**config.mk**
```make
export PLATFORM = sky130hd
export DESIGN_NAME = usb_config_descriptor_scanner
export DESIGN_NICKNAME = d
export VERILOG_FILES = /design/src/rtl/core/ucds_pkg.sv /design/src/rtl/core/usb_config_descriptor_scanner.sv /design/src/rtl/core/ucds_parse.sv
export VERILOG_INCLUDE_DIRS = /design/src /design/src/rtl/core
export SDC_FILE = /design/constraint.sdc
export NUM_CORES = 1
export LEC_CHECK = 0
export BUFFER_PORTS_ARGS = -buffer_cell sky130_fd_sc_hd__clkbuf_2
export CAP_MARGIN = 40
export CORE_MARGIN = 5
export CORE_UTILIZATION = 60
export CTS_BUF_LIST = sky130_fd_sc_hd__clkbuf_8 sky130_fd_sc_hd__clkbuf_16
export CTS_CLUSTER_SIZE = 28
export DETAILED_ROUTE_END_ITERATION = 12
export PLACE_DENSITY = 0.88
export SYNTH_ARGS = -nofsm -noshare
export SYNTH_HDL_FRONTEND = slang
export SYNTH_SLANG_ARGS = --single-unit
export TNS_END_PERCENT = 100
```
**constraint.sdc**
```tcl
create_clock -name clk -period 4.54 [get_ports clk]
set_input_delay 0.227 -clock clk [delete_from_list [all_inputs] [get_ports clk]]
set_output_delay 0.227 -clock clk [all_outputs]
set_load 0.05 [all_outputs]
```
**src/rtl/core/usb_config_descriptor_scanner_defines.svh**
```systemverilog
// assertion macros for the usb configuration descriptor scanner
// no dependencies; included by the top level only
`ifndef USB_CONFIG_DESCRIPTOR_SCANNER_DEFINES_SVH
`define USB_CONFIG_DESCRIPTOR_SCANNER_DEFINES_SVH

// same-cycle implication, disabled during reset
`define UCDS_ASSERT_NOW(label, clk, rst_n, ante, cons) \
    label: assert property (@(posedge clk) disable iff (!rst_n) (ante) |-> (cons)) \
        else $error("ucds assertion failed");

// next-cycle implication, disabled during reset
`define UCDS_ASSERT_NEXT(label, clk, rst_n, ante, cons) \
    label: assert property (@(posedge clk) disable iff (!rst_n) (ante) |=> (cons)) \
        else $error("ucds assertion failed");

`endif

```
**src/rtl/core/ucds_pkg.sv**
```systemverilog
// shared types and constants for the usb configuration descriptor scanner
// no dependencies
package ucds_pkg;

    localparam int MAX_BYTES = 512;
    localparam int CNT_W     = $clog2(MAX_BYTES + 2);

    // configuration register indexes
    localparam logic [1:0] REG_CLASS    = 2'd0;
    localparam logic [1:0] REG_SUBCLASS = 2'd1;
    localparam logic [1:0] REG_PROTOCOL = 2'd2;

    // descriptor codes
    localparam logic [7:0] DT_INTERFACE  = 8'd4;
    localparam logic [7:0] DT_ENDPOINT   = 8'd5;
    localparam logic [7:0] IF_MIN_LEN    = 8'd9;
    localparam logic [7:0] EP_MIN_LEN    = 8'd7;
    localparam logic [7:0] DESC_MIN_LEN  = 8'd2;
    localparam logic [1:0] XFER_BULK     = 2'd2;

    typedef enum logic [1:0] {
        ST_FOUND     = 2'd0,
        ST_MALFORMED = 2'd1,
        ST_NONE      = 2'd2,
        ST_TOO_LONG  = 2'd3
    } status_t;

    typedef struct packed {
        logic [7:0] class_code;
        logic [7:0] subclass_code;
        logic [7:0] protocol_code;
    } cfg_t;

    typedef struct packed {
        status_t    status;
        logic [7:0] if_num;
        logic [7:0] in_addr;
        logic [7:0] out_addr;
    } result_t;

endpackage

```
**src/rtl/core/usb_config_descriptor_scanner.sv**
```systemverilog
// a byte taken into the input register is parsed from there into the parse state, and a
// last byte also loads the result register. throughput: one byte per cycle while no last byte
// waits on out_stall, set by the parse update between the input register and the parse state / result register.
// a result waiting on out_stall holds only a last byte in the input register.
// reset (rst_n low, async): parse state cleared, match registers back to 8/6/80.
// depends on ucds_pkg, ucds_parse and usb_config_descriptor_scanner_defines.svh
`include "usb_config_descriptor_scanner_defines.svh"

module usb_config_descriptor_scanner (
    input  logic       clk,
    input  logic       rst_n,
    // configuration writes
    input  logic       cfg_we,
    input  logic [1:0] cfg_index,
    input  logic [7:0] cfg_data,
    // descriptor bytes in
    input  logic       in_valid,
    output logic       in_stall,
    input  logic [7:0] data_byte,
    input  logic       last_byte,
    // scan result out
    output logic       out_valid,
    input  logic       out_stall,
    output logic [1:0] status,
    output logic [7:0] iface_number,
    output logic [7:0] in_endpoint_address,
    output logic [7:0] out_endpoint_address
);
    import ucds_pkg::*;

    cfg_t       cfg_reg;

    // input register
    logic       s1_valid_reg;
    logic [7:0] s1_byte_reg;
    logic       s1_last_reg;

    // result register
    logic       out_valid_reg;
    result_t    out_reg;

    result_t    parse_result;
    logic       out_free;
    logic       s1_go;
    logic       in_take;

    // match code registers
    always_ff @(posedge clk or negedge rst_n)
    begin
        if (!rst_n)
        begin
            cfg_reg.class_code    <= 8'd8;
            cfg_reg.subclass_code <= 8'd6;
            cfg_reg.protocol_code <= 8'd80;
        end
        else if (cfg_we)
        begin
            unique case (cfg_index)
                REG_CLASS:    cfg_reg.class_code    <= cfg_data;
                REG_SUBCLASS: cfg_reg.subclass_code <= cfg_data;
                REG_PROTOCOL: cfg_reg.protocol_code <= cfg_data;
                default: ;
            endcase
        end
    end

    // a non-last byte never needs the result slot, so only a last byte can wait
    assign out_free = !out_valid_reg || !out_stall;
    assign s1_go    = s1_valid_reg && (!s1_last_reg || out_free);
    assign in_stall = s1_valid_reg && !s1_go;
    assign in_take  = in_valid && !in_stall;

    always_ff @(posedge clk or negedge rst_n)
    begin
        if (!rst_n)
            s1_valid_reg <= 1'b0;
        else if (in_take)
            s1_valid_reg <= 1'b1;
        else if (s1_go)
            s1_valid_reg <= 1'b0;
    end

    always_ff @(posedge clk)
    begin
        if (in_take)
        begin
            s1_byte_reg <= data_byte;
            s1_last_reg <= last_byte;
        end
    end

    ucds_parse u_parse (
        .clk       (clk),
        .rst_n     (rst_n),
        .step_en   (s1_go),
        .step_byte (s1_byte_reg),
        .step_last (s1_last_reg),
        .cfg       (cfg_reg),
        .result    (parse_result)
    );

    // result transfer register
    always_ff @(posedge clk or negedge rst_n)
    begin
        if (!rst_n)
            out_valid_reg <= 1'b0;
        else if (s1_go && s1_last_reg)
            out_valid_reg <= 1'b1;
        else if (!out_stall)
            out_valid_reg <= 1'b0;
    end

    always_ff @(posedge clk)
    begin
        if (s1_go && s1_last_reg)
            out_reg <= parse_result;
    end

    assign out_valid            = out_valid_reg;
    assign status               = out_reg.status;
    assign iface_number         = out_reg.if_num;
    assign in_endpoint_address  = out_reg.in_addr;
    assign out_endpoint_address = out_reg.out_addr;

    // a last byte that gets parsed always produces a result
    `UCDS_ASSERT_NEXT(a_last_gives_result, clk, rst_n, s1_go && s1_last_reg, out_valid_reg)
    // the input side only waits on a pending last byte behind a stalled result
    `UCDS_ASSERT_NOW(a_stall_cause, clk, rst_n, in_stall, s1_valid_reg && s1_last_reg && out_valid_reg && out_stall)
    // a found result carries one bulk-in and one bulk-out address
    `UCDS_ASSERT_NOW(a_found_addrs, clk, rst_n, out_valid_reg && out_reg.status == ST_FOUND, out_reg.in_addr[7] && !out_reg.out_addr[7] && out_reg.out_addr != 8'd0)
    // any other status reports zero fields
    `UCDS_ASSERT_NOW(a_fail_zero, clk, rst_n, out_valid_reg && out_reg.status != ST_FOUND, out_reg.if_num == 8'd0 && out_reg.in_addr == 8'd0 && out_reg.out_addr == 8'd0)

endmodule

```
**src/rtl/core/ucds_parse.sv**
```systemverilog
// descriptor walker: running parse state and the result of a finished descriptor
// depends on ucds_pkg
module ucds_parse (
    input  logic              clk,
    input  logic              rst_n,
    input  logic              step_en,
    input  logic [7:0]        step_byte,
    input  logic              step_last,
    input  ucds_pkg::cfg_t    cfg,
    output ucds_pkg::result_t result
);
    import ucds_pkg::*;

    typedef enum logic [1:0] {
        KIND_OTHER = 2'd0,
        KIND_IF    = 2'd1,
        KIND_EP    = 2'd2
    } kind_t;

    logic [CNT_W-1:0] total_reg, total_next;
    logic [7:0]       pos_reg, pos_next;
    logic [7:0]       len_reg, len_next;
    kind_t            kind_reg, kind_next;
    logic [7:0]       held_reg, held_next;
    logic [1:0]       cls_reg, cls_next;
    logic             inside_reg, inside_next;
    logic             seen_reg, seen_next;
    logic [7:0]       ifnum_reg, ifnum_next;
    logic [7:0]       in_reg, in_next;
    logic [7:0]       out_reg, out_next;
    logic [1:0]       err_reg, err_next;

    always_comb
    begin
        total_next  = total_reg;
        pos_next    = pos_reg;
        len_next    = len_reg;
        kind_next   = kind_reg;
        held_next   = held_reg;
        cls_next    = cls_reg;
        inside_next = inside_reg;
        seen_next   = seen_reg;
        ifnum_next  = ifnum_reg;
        in_next     = in_reg;
        out_next    = out_reg;
        err_next    = err_reg;

        // saturating byte count, too long past the limit
        if (total_reg >= CNT_W'(MAX_BYTES))
        begin
            err_next[1] = 1'b1;
            total_next  = CNT_W'(MAX_BYTES + 1);
        end
        else
        begin
            total_next = total_reg + CNT_W'(1);
        end

        if (err_next == 2'b00)
        begin
            if (pos_reg == 8'd0)
            begin
                // length byte; a lone leftover byte is dropped
                if (!step_last)
                begin
                    len_next = step_byte;
                    pos_next = 8'd1;
                end
            end
            else if (pos_reg == 8'd1 && len_reg < DESC_MIN_LEN)
            begin
                err_next[0] = 1'b1;
            end
            else
            begin
                if (pos_reg == 8'd1)
                begin
                    kind_next = KIND_OTHER;
                    if (step_byte == DT_INTERFACE && len_reg >= IF_MIN_LEN)
                        kind_next = KIND_IF;
                    else if (step_byte == DT_ENDPOINT && len_reg >= EP_MIN_LEN)
                        kind_next = KIND_EP;
                    cls_next = 2'd0;
                end
                else if (kind_reg == KIND_IF)
                begin
                    unique case (pos_reg)
                        8'd2: held_next = step_byte;
                        8'd5: cls_next = (step_byte == cfg.class_code) ? 2'd1 : 2'd0;
                        8'd6: cls_next = (cls_reg == 2'd1 && step_byte == cfg.subclass_code)
                                         ? 2'd2 : 2'd0;
                        8'd7:
                        begin
                            cls_next = (cls_reg == 2'd2 && step_byte == cfg.protocol_code)
                                       ? 2'd3 : 2'd0;
                            inside_next = (cls_next == 2'd3);
                            if (inside_next)
                            begin
                                seen_next  = 1'b1;
                                ifnum_next = held_reg;
                            end
                        end
                        default: ;
                    endcase
                end
                else if (kind_reg == KIND_EP)
                begin
                    if (pos_reg == 8'd2)
                        held_next = step_byte;
                    else if (pos_reg == 8'd3 && inside_reg && step_byte[1:0] == XFER_BULK)
                    begin
                        if (held_reg[7])
                            in_next = held_reg;
                        else
                            out_next = held_reg;
                    end
                end

                // end of sub-descriptor, or truncated by the last byte
                if ({1'b0, pos_reg} + 9'd1 >= {1'b0, len_reg})
                begin
                    pos_next = 8'd0;
                end
                else
                begin
                    if (step_last)
                        err_next[0] = 1'b1;
                    pos_next = pos_reg + 8'd1;
                end
            end
        end

        // result of the finished descriptor
        result.if_num   = 8'd0;
        result.in_addr  = 8'd0;
        result.out_addr = 8'd0;
        if (err_next[1])
            result.status = ST_TOO_LONG;
        else if (err_next[0])
            result.status = ST_MALFORMED;
        else if (seen_next && in_next != 8'd0 && out_next != 8'd0)
        begin
            result.status   = ST_FOUND;
            result.if_num   = ifnum_next;
            result.in_addr  = in_next;
            result.out_addr = out_next;
        end
        else
            result.status = ST_NONE;

        // start over after the last byte
        if (step_last)
        begin
            total_next  = '0;
            pos_next    = 8'd0;
            len_next    = 8'd0;
            kind_next   = KIND_OTHER;
            held_next   = 8'd0;
            cls_next    = 2'd0;
            inside_next = 1'b0;
            seen_next   = 1'b0;
            ifnum_next  = 8'd0;
            in_next     = 8'd0;
            out_next    = 8'd0;
            err_next    = 2'b00;
        end
    end

    always_ff @(posedge clk or negedge rst_n)
    begin
        if (!rst_n)
        begin
            total_reg  <= '0;
            pos_reg    <= 8'd0;
            len_reg    <= 8'd0;
            kind_reg   <= KIND_OTHER;
            held_reg   <= 8'd0;
            cls_reg    <= 2'd0;
            inside_reg <= 1'b0;
            seen_reg   <= 1'b0;
            ifnum_reg  <= 8'd0;
            in_reg     <= 8'd0;
            out_reg    <= 8'd0;
            err_reg    <= 2'b00;
        end
        else if (step_en)
        begin
            total_reg  <= total_next;
            pos_reg    <= pos_next;
            len_reg    <= len_next;
            kind_reg   <= kind_next;
            held_reg   <= held_next;
            cls_reg    <= cls_next;
            inside_reg <= inside_next;
            seen_reg   <= seen_next;
            ifnum_reg  <= ifnum_next;
            in_reg     <= in_next;
            out_reg    <= out_next;
            err_reg    <= err_next;
        end
    end

endmodule

```
* Word-level counts from Yosys, hierarchy flattened
Index checks and enable logic that the tools add are counted.
Cells by class: mux-type cells 91, $add $sub $neg 3, magnitude comparators 5, eq/ne operators 24, bitwise operators 1, reductions and logical operators 45
Operator list (count):
- $mux 8 | 44
- $eq 8x3->1 const B | 5
- $mux 2 | 18
- $mux 1 | 26
- $eq 8x8->1 | 3
- $mux 10 | 2
- $eq 8x2->1 const B | 2
- $reduce_bool 8->1 | 2
- $logic_and 1x1->1 | 13
- $reduce_and 6->1 | 2
- $reduce_bool 2->1 | 6
- $add 10x1->10 const B | 1
- $eq 2x2->1 const B | 5
- $ge 10x10->1 const B | 1
- $add 8x1->9 const B | 1
- $ge 9x8->1 | 1
- $add 8x1->8 const B | 1
- $eq 8x1->1 const B | 1
- $ge 8x3->1 const B | 1
- $ge 8x4->1 const B | 1
- $logic_not 8->1 | 1
- $lt 8x2->1 const B | 1
- $reduce_and 7->1 | 1
- $eq 2x1->1 const B | 3
- 15 further kinds | 27
Word-level totals: output and inout port bits 28, bits of input ports 24, word-level logic and storage cells 193, register bits 127

* Longest topological paths before layout
Gate-level depths: netlist of the first run.
word-level depth 16, mapped depth 13, mapped depth without buffers 11

* Hierarchy
A second synthesis of the first run with hierarchy kept.
Unflattened totals: cells, all modules 601, area total of the unflattened synthesis 6436.2 µm²
Modules (own cells, without submodules):
- ucds_parse | times used 1, cells an instance 503, area each 4367.9 µm²
- usb_config_descriptor_scanner | times used 1, cells an instance 98, area each 2068.2 µm²

* Worst setup path after synthesis of the first run
Ideal clock, no wire load.
path kind register -> register, start register u_parse.pos_reg[0], end register out_reg, in the netlist in_endpoint_address[0], data pin, period minus slack after synthesis 3.281 ns, data required time 4.263 ns, data arrival time 3.005 ns, stages on the path, launching flop included 14, setup slack 1.259 ns, library setup time 0.277 ns, buffers on the path 2, cells stage by stage dfrtp_1 > ha_1 > clkbuf_1 > nand2_1 > or3_1 > or2_2 > nand2_1 > ha_1 > and4_1 > nand2_1 > o221ai_1 > o211ai_2 > buf_2 > nor4_2
Between the ends: cells in the longest elaborated chain, start to end 16
Ends and longest elaborated chain:
- from (decl) | RTL line ucds_parse.sv:21 | logic [7:0] pos_reg, pos_next;
- from (signal assigned) | RTL line ucds_parse.sv:189 | pos_reg <= pos_next;
- parallel branches: the longest is 16 deep, another holds $add 8x1->9
- to (signal assigned) | RTL line usb_config_descriptor_scanner.sv:116 | out_reg <= parse_result;
- to (decl) | RTL line usb_config_descriptor_scanner.sv:40 | result_t out_reg;
Several ways; the timed one is not identified. A chain may end at the register's enable or synchronous reset.

* Worst setup path after layout of the first run
start register u_parse.pos_reg[0], end register out_reg, in the netlist in_endpoint_address[6], data pin
The elaborated chain is that of the path after synthesis.

==> impl_table.tex, run 1 <==
\begin{tabular}{lr}
\hline
Metric & Value \\
\hline
\multicolumn{2}{l}{\textbf{Status}} \\
Run status & finished clean \\
\multicolumn{2}{l}{\textbf{Place}} \\
Worst setup slack after placement & 1040 ps \\
Count of buffers from port buffering & about 50 \\
Gpl congestion & 0.877 \\
DP HPWL & 10.2 mm \\
Dpl cells & 736 \\
\multicolumn{2}{l}{\textbf{Yosys}} \\
Adder-cell area share of the yosys netlist & under 10\% \\
Multiplexer area fraction after synthesis & 10.7\% \\
Main combinational cell family by area after synthesis & simple AND/OR/NAND/NOR gates \\
Distinct cell type count of the synthesized netlist & 65 \\
Synthesized instance count & 570 \\
FF+latch count, synth & 127 \\
Post-Synth Simple-Gate Area & between 15 and 20\% \\
Synth Area in Compound Gates & 9.88\% \\
Share of flip-flops with an asynchronous set or reset & 72.4\% \\
Xor and xnor area share after synthesis & 4.14\% \\
Netlist area before placement & 6560 µm² \\
Number of enable-type register cells in the synthesized netlist & 35 \\
Total of warnings raised by yosys & 0 \\
Prevailing post-synth register cell & sky130\_fd\_sc\_hd\_\_dfrtp\_1 \\
Post-synthesis average cell area & 11.5 µm² \\
Post-Synthesis Net Count & 608 \\
Sequential fraction of the synthesis area & 51.2\% \\
\multicolumn{2}{l}{\textbf{Clocking}} \\
Root Buffer & sky130\_fd\_sc\_hd\_\_clkbuf\_8 \\
Number of clock sinks seen by CTS & 127 \\
CTS tree & yes \\
Clock-pin slew reported for the worst setup and hold paths after clock tree synthesis & roughly 60 ps \\
Depth of the CTS H-tree & 4 \\
Worst-skew pair later-pin latency & around 540 ps \\
Cts bufs inserted & 17 \\
Maximum buffer depth of the clock tree & 2 \\
\multicolumn{2}{l}{\textbf{Setup path}} \\
Arrival time worst endpoint & 3920 ps \\
Largest stage delay, worst path & 480 ps \\
Worst path top cell family by delay & simple AND/OR/NAND/NOR gates \\
Start-to-end type of the worst setup path & reg2reg \\
Max stage delay cell, worst path & sky130\_fd\_sc\_hd\_\_o221ai\_1 \\
Largest fanout on the critical path & 26 \\
Kind of end point of the critical path & flop \\
Crit path buf inv count & 1 \\
Cell breakdown of the critical path & ha\_1 -> nand2\_1 -> or3\_1 -> or2\_2 -> nand2\_1 -> ha\_1 -> and4\_1 -> nand2\_1 -> o221ai\_1 -> o211ai\_2 -> buf\_4 -> a2111oi\_0 \\
Startpoint types & flop \\
Most frequent CP cell & sky130\_fd\_sc\_hd\_\_nand2\_1 \\
Crit path required time & 4860 ps \\
\multicolumn{2}{l}{\textbf{Global routing}} \\
Antenna violations before repair & 0 \\
Busiest layer in global routing & met2 \\
Wire length of the first global-routing pass & 25.9 mm \\
Maximum number of pins on one net before global-route repair & 54 \\
GR met1 Demand/Resource & a little under a third \\
Sum of overflow across all layers after global routing & 0 \\
Number of global-route vias before repair & 5227 \\
Global-route usage over all layers & 25.4\% \\
Global Route met3 Usage & under 10\% \\
Met2 demand-to-capacity share in global routing & 43.3\% \\
\multicolumn{2}{l}{\textbf{Cells and area}} \\
Filler cell count & 713 \\
Diodes inserted & 0 \\
Fin cells & 789 \\
Total area of multi-input combinational cells & 2940 µm² \\
Leading cell types in the layout, fill and taps excluded & sky130\_fd\_sc\_hd\_\_dfrtp\_1, sky130\_fd\_sc\_hd\_\_clkbuf\_2, sky130\_fd\_sc\_hd\_\_mux2\_2 \\
Net count reported at finish & roughly 670 \\
Share of post-route cells with drive strength above 1 & 25.7\% \\
FF+latch area & between 3000 and 4000 µm² \\
Area added between synthesis and finish & 16.7\% \\
Flip-flop count of the largest register after layout & 24 \\
Most common library cell in the layout ignoring fill and taps & sky130\_fd\_sc\_hd\_\_dfrtp\_1 \\
\multicolumn{2}{l}{\textbf{STA}} \\
Slew at the pin with the worst max-slew slack & 743 ps \\
Post-route setup slack & 937 ps \\
Fmax & roughly 280 MHz \\
Worst Clk Skew & between 9 and 10 ps \\
Worst hold slack across all endpoints & 175 ps \\
Total count of max-transition violations in the final report & 0 \\
Final Hold Violating Endpoints & 0 \\
Total of endpoints with negative setup slack in the final report & 0 \\
Period Utilization, post-route & 79.4\% \\
Shortest period the worst path allows & 3600 ps \\
Summed negative setup slack over all endpoints & 0 ps \\
Unrepaired setup endpoints after global routing & no \\
Relative slew slack & 50.5\% \\
\multicolumn{2}{l}{\textbf{Min path}} \\
Hold Crit Class & in2reg \\
\multicolumn{2}{l}{\textbf{Routing}} \\
Post-detailed-route DRC marker count & 0 \\
Via Count & 4959 \\
Routed wire length & 15.4 mm \\
Routed Antenna Nets & 0 \\
Via density & $\sim$6.3 \\
Iter 0 DRT Violations & roughly 530 \\
Routed wire per std cell & 19.5 µm \\
Drt first pass iters & 7 \\
\multicolumn{2}{l}{\textbf{Job}} \\
MaxCap Viol Count & 0 \\
\multicolumn{2}{l}{\textbf{Power and ir drop}} \\
Peak supply drop & 331 µV \\
Leakage power total & 3.33 nW \\
Power density cells & about 400 nW/µm² \\
\multicolumn{2}{l}{\textbf{Floorplan}} \\
Standard cell core area & 10800 µm² \\
Cell row count & 38 \\
Die ar. & approximately 13000 µm² \\
Number of ports placed on the die boundary & 52 \\
Initial standard-cell utilization of the core & roughly three fifths \\
Die span in x & 115 µm \\
Die H & 115 µm \\
\hline
\end{tabular}
## cells in the mapped netlist (6+ instances only)
library cell | count | area (µm²)
sky130_fd_sc_hd__a31oi_1 | 7 | 43.8
sky130_fd_sc_hd__o21ai_0 | 18 | 90.1
sky130_fd_sc_hd__xor2_1 | 18 | 158
sky130_fd_sc_hd__buf_1 | 6 | 22.5
sky130_fd_sc_hd__nor3_1 | 9 | 45.0
sky130_fd_sc_hd__nand2_1 | 40 | 150
sky130_fd_sc_hd__xnor2_1 | 13 | 114
sky130_fd_sc_hd__nand4_1 | 7 | 43.8
sky130_fd_sc_hd__inv_1 | 29 | 109
sky130_fd_sc_hd__clkbuf_1 | 17 | 63.8
sky130_fd_sc_hd__ha_1 | 14 | 175
sky130_fd_sc_hd__nor4_1 | 18 | 113
sky130_fd_sc_hd__nand3_1 | 19 | 95.1
sky130_fd_sc_hd__nor4_2 | 16 | 200
sky130_fd_sc_hd__a22o_1 | 16 | 140
sky130_fd_sc_hd__nor2_1 | 19 | 71.3
sky130_fd_sc_hd__a21oi_1 | 12 | 60.1
sky130_fd_sc_hd__mux2_2 | 43 | 484
sky130_fd_sc_hd__nor2b_1 | 9 | 56.3
sky130_fd_sc_hd__dfrtp_1 | 87 | 2180
sky130_fd_sc_hd__o311ai_1 | 8 | 70.1
sky130_fd_sc_hd__edfxtp_1 | 35 | 1050
sky130_fd_sc_hd__mux2i_1 | 22 | 220
## path summary, 6_finish.rpt
kind | startpoint | to | slack (ps) | cells past startpoint
worst min register to register | u_parse.total_reg[6] | u_parse.total_reg[6] | 520 | 1
worst min-delay path | cfg_index[0] | cfg_reg[19] | 170 | 3
worst max-delay path | u_parse.pos_reg[0] | in_endpoint_address[6] | 940 | 12
worst max register to register | u_parse.pos_reg[0] | in_endpoint_address[6] | 940 | 12
max in group asynchronous | rst_n | u_parse.pos_reg[3] | 3250 | 3
min in group asynchronous | rst_n | u_parse.in_reg[2] | 210 | 2
## cell type report
| type | count | area share, % |
|---|---|---|
| tap | 140 | 2.29 |
| sequential | 127 | 43.9 |
| timing repair buffer | 79 | 6.77 |
| inverter | 29 | 1.42 |
| clock buffer | 21 | 6.13 |
| multi-input combinational | 382 | 38.5 |
| clock inverter | 11 | 1.01 |
## cells by family (layout without fill, tap and decap cells)
group	after synthesis	after routing
buf+inv	61	140
mux	65	65
flops	127	127
xor+xnor	31	31
simple gates	181	181
compound gates	91	91
fa+ha+maj	14	14
## power by group
part | total (mW) | internal (mW) | leakage [nW] | switching, mW
clock network | 1.24 | 0.770 | 0.294 | 0.473
registers | 1.42 | 1.30 | 1.54 | 0.121
logic | 0.482 | 0.198 | 1.49 | 0.284
total | 3.14 | 2.26 | 3.33 | 0.878
## worst register-to-register path, cell delays in order (launching register included)
cell                        delay [ps]
sky130_fd_sc_hd__dfrtp_1           450
sky130_fd_sc_hd__ha_1              420
sky130_fd_sc_hd__nand2_1           120
sky130_fd_sc_hd__or3_1             350
sky130_fd_sc_hd__or2_2             300
sky130_fd_sc_hd__nand2_1            90
sky130_fd_sc_hd__ha_1              140
sky130_fd_sc_hd__and4_1            180
sky130_fd_sc_hd__nand2_1            50
sky130_fd_sc_hd__o221ai_1          480
sky130_fd_sc_hd__o211ai_2          130
sky130_fd_sc_hd__buf_4             270
sky130_fd_sc_hd__a2111oi_0         410
## repair_timing
action / CTS / global route
hold buffers: 21 / 0
setup endpoints to repair: 0 / 0
resized for setup: 0 / 0
endpoints found under the hold margin: 74 / 0
setup buffers: 0 / 0
## per-layer routing
layer / up-vias / part of all wire [%]
met3: 48 / 6.9
met2: 219 / 52
met4: 0 / 2.9
met1: 2460 / 38
met5: - / 0
li1: 2232 / -
## through the flow
step	total power [mW]	util (%)	cell area, µm²
3_3_place_gp	1.86	63.8	6890
4_1_cts	3.15	70.9	7650
6_report	3.14	70.9	7650
5_1_grt	3.27	70.9	7650
2_1_floorplan	1.74	-	6560
3_5_place_dp	1.89	63.9	6890
Power figures use the tool's default switching activity.
==> run 2: changes to the inputs <==
Settings changed: CORE_UTILIZATION 60 to 54, PLACE_DENSITY 0.88 to 0.84.
Clock period 4.54 ns to 2.97 ns, I/O delays scaled along.
==> run 2 against run 1 <==
Against the previous run:
- clock skew fell by 0.53 ps
- first-iteration DRC count increased by 2.8%
- power grew 65%
- cell area up 3.5%
- register-to-register slack got worse by 840 ps
- routed wire length is 4.1% higher
- critical endpoint is now in_endpoint_address[7]
- largest power group unchanged
==> impl_table.tex, run 2 (synthesized netlist as in run 1, its figures left out) <==
\begin{tabular}{lr}
\hline
Metric & Value \\
\hline
\multicolumn{2}{l}{\textbf{Floorplan}} \\
Cell row count & 40 \\
Standard cell core area & between 10000 and 15000 µm² \\
Number of ports placed on the die boundary & 52 \\
Die ar. & between 10000 and 15000 µm² \\
Die H & 120 µm \\
Die span in x & around 120 µm \\
Initial standard-cell utilization of the core & 54.8\% \\
\multicolumn{2}{l}{\textbf{Setup path}} \\
Largest fanout on the critical path & 13 \\
Startpoint types & flop \\
Arrival time worst endpoint & $\sim$3000 ps \\
Kind of end point of the critical path & flop \\
Worst-case register-to-register setup slack & $\sim$93 ps \\
Start-to-end type of the worst setup path & reg2reg \\
Crit path required time & 3110 ps \\
\multicolumn{2}{l}{\textbf{Power and ir drop}} \\
Power density cells & 654 nW/µm² \\
Peak supply drop & roughly 470 µV \\
Leakage power total & 3.45 nW \\
Total power draw & 5.17 mW \\
\multicolumn{2}{l}{\textbf{Clocking}} \\
Number of clock sinks seen by CTS & between 100 and 150 \\
Clock-pin slew reported for the worst setup and hold paths after clock tree synthesis & 50 ps \\
Root Buffer & sky130\_fd\_sc\_hd\_\_clkbuf\_16 \\
Maximum buffer depth of the clock tree & 2 \\
CTS tree & yes \\
Depth of the CTS H-tree & 4 \\
Worst-skew pair later-pin latency & 420 ps \\
Cts bufs inserted & 17 \\
\multicolumn{2}{l}{\textbf{STA}} \\
Unrepaired setup endpoints after global routing & no \\
Worst hold slack across all endpoints & 9.56 ps \\
Period Utilization, post-route & 96.9\% \\
Final Hold Violating Endpoints & 0 \\
Summed negative setup slack over all endpoints & 0 ps \\
Fmax & 348 MHz \\
Slew at the pin with the worst max-slew slack & 785 ps \\
Total count of max-transition violations in the final report & 0 \\
Total of endpoints with negative setup slack in the final report & 0 \\
Worst Clk Skew & 8.87 ps \\
Shortest period the worst path allows & 2880 ps \\
Relative slew slack & 47.7\% \\
\multicolumn{2}{l}{\textbf{Place}} \\
Count of buffers from port buffering & 51 \\
Gpl congestion & 0.934 \\
DP HPWL & approximately 11 mm \\
Dpl cells & 760 \\
\multicolumn{2}{l}{\textbf{Global routing}} \\
Maximum number of pins on one net before global-route repair & 40 \\
Number of global-route vias before repair & 5273 \\
Global-route usage over all layers & 23.2\% \\
Wire length of the first global-routing pass & 26.4 mm \\
Antenna violations before repair & 0 \\
Sum of overflow across all layers after global routing & 0 \\
\multicolumn{2}{l}{\textbf{Cells and area}} \\
Diodes inserted & 0 \\
Share of post-route cells with drive strength above 1 & 29.2\% \\
Fin cells & 811 \\
Area added between synthesis and finish & 20.7\% \\
Most common library cell in the layout ignoring fill and taps & sky130\_fd\_sc\_hd\_\_dfrtp\_1 \\
Flip-flop count of the largest register after layout & 24 \\
Leading cell types in the layout, fill and taps excluded & sky130\_fd\_sc\_hd\_\_dfrtp\_1, sky130\_fd\_sc\_hd\_\_clkbuf\_2, sky130\_fd\_sc\_hd\_\_mux2\_2 \\
Net count reported at finish & 689 \\
\multicolumn{2}{l}{\textbf{Min path}} \\
Hold Crit Class & in2reg \\
\multicolumn{2}{l}{\textbf{Status}} \\
Run status & finished clean \\
\multicolumn{2}{l}{\textbf{Routing}} \\
Routed wire length & 16.0 mm \\
Drt first pass iters & 5 \\
Via density & 6.27 \\
Post-detailed-route DRC marker count & 0 \\
Routed Antenna Nets & 0 \\
Iter 0 DRT Violations & $\sim$550 \\
Routed wire per std cell & 19.7 µm \\
Via Count & approximately 5k \\
\multicolumn{2}{l}{\textbf{Job}} \\
MaxCap Viol Count & 0 \\
\hline
\end{tabular}
[run 2: cell count changes in the layout (fill, tap and decap cells not counted), moves of 2 or more]
cell | previous run | this run
sky130_fd_sc_hd__buf_4 | 7 | 25
sky130_fd_sc_hd__dlygate4sd3_1 | 21 | 17
sky130_fd_sc_hd__bufinv_16 | 1 | 4
sky130_fd_sc_hd__clkbuf_8 | 5 | 2
sky130_fd_sc_hd__clkbuf_16 | 16 | 18
sky130_fd_sc_hd__clkinvlp_4 | 0 | 2
sky130_fd_sc_hd__inv_1 | 34 | 32
sky130_fd_sc_hd__xnor2_1 | 13 | 11
sky130_fd_sc_hd__xnor2_2 | 0 | 2
[run 2: critical path, stage by stage (launching register included)]
cell and delay [ps]:
sky130_fd_sc_hd__dfrtp_1 400, sky130_fd_sc_hd__ha_1 190, sky130_fd_sc_hd__nand2_1 80, sky130_fd_sc_hd__or3_1 320, sky130_fd_sc_hd__or2_2 290, sky130_fd_sc_hd__nand2_1 80, sky130_fd_sc_hd__ha_1 240, sky130_fd_sc_hd__and4_1 190
sky130_fd_sc_hd__nand2_1 70, sky130_fd_sc_hd__o221ai_2 120, sky130_fd_sc_hd__o211ai_4 300, sky130_fd_sc_hd__clkbuf_16 250, sky130_fd_sc_hd__nor4_2 60
[run 2: metal layers]
layer  track usage (%)  wire length [µm]  vias up
met5                 0                 0        -
met1              28.0              6060     2507
met3              5.19              1220       51
met2              38.8              8200      259
met4              12.3               532        0
li1                  -                 -     2264
[run 2: worst paths after layout]
path | startpoint | to | depth (start not counted)
max in group asynchronous | rst_n | u_parse.pos_reg[5] | 3
hold reg to reg | u_parse.total_reg[3] | u_parse.total_reg[3] | 1
setup / recovery | u_parse.pos_reg[1] | in_endpoint_address[7] | 12
hold / removal | cfg_data[1] | cfg_reg[1] | 2
setup reg to reg | u_parse.pos_reg[1] | in_endpoint_address[7] | 12
min in group asynchronous | rst_n | u_parse.in_reg[1] | 2
[run 2: report_power, final]
| group | internal (mW) | leakage (nW) | switching (mW) |
|---|---|---|---|
| Combinational | 0.357 | 1.60 | 0.473 |
| Sequential | 1.98 | 1.54 | 0.192 |
| Clock | 1.44 | 0.313 | 0.738 |
[run 2: cell type report]
type                            count  area, µm²
Inverter                           29        109
Tap cell                          147        184
Clock inverter                     13        170
Sequential cell                   127       3360
Clock buffer                       19        453
Timing Repair Buffer               94        653
Multi-Input combinational cell    382       2990
Fill cell                         842       4050
[run 2: through the flow]
| step | setup slack [ps] | util (%) | cell area [µm²] |
|---|---|---|---|
| global placement | 237 | 59.0 | 7060 |
| floorplan | 17.5 | - | 6590 |
| detailed placement | 90.1 | 59.0 | 7060 |
| finish | 93.1 | 66.2 | 7920 |
| CTS | 35.8 | 65.7 | 7850 |
| global route | 2.25 | 66.2 | 7920 |
[run 2: repair_timing]
action | CTS | global route
gates resized for setup | 0 | 6
hold endpoints to repair | 55 | 0
hold buffers | 17 | 0
setup endpoints to repair | 0 | 3
setup buffers | 0 | 1
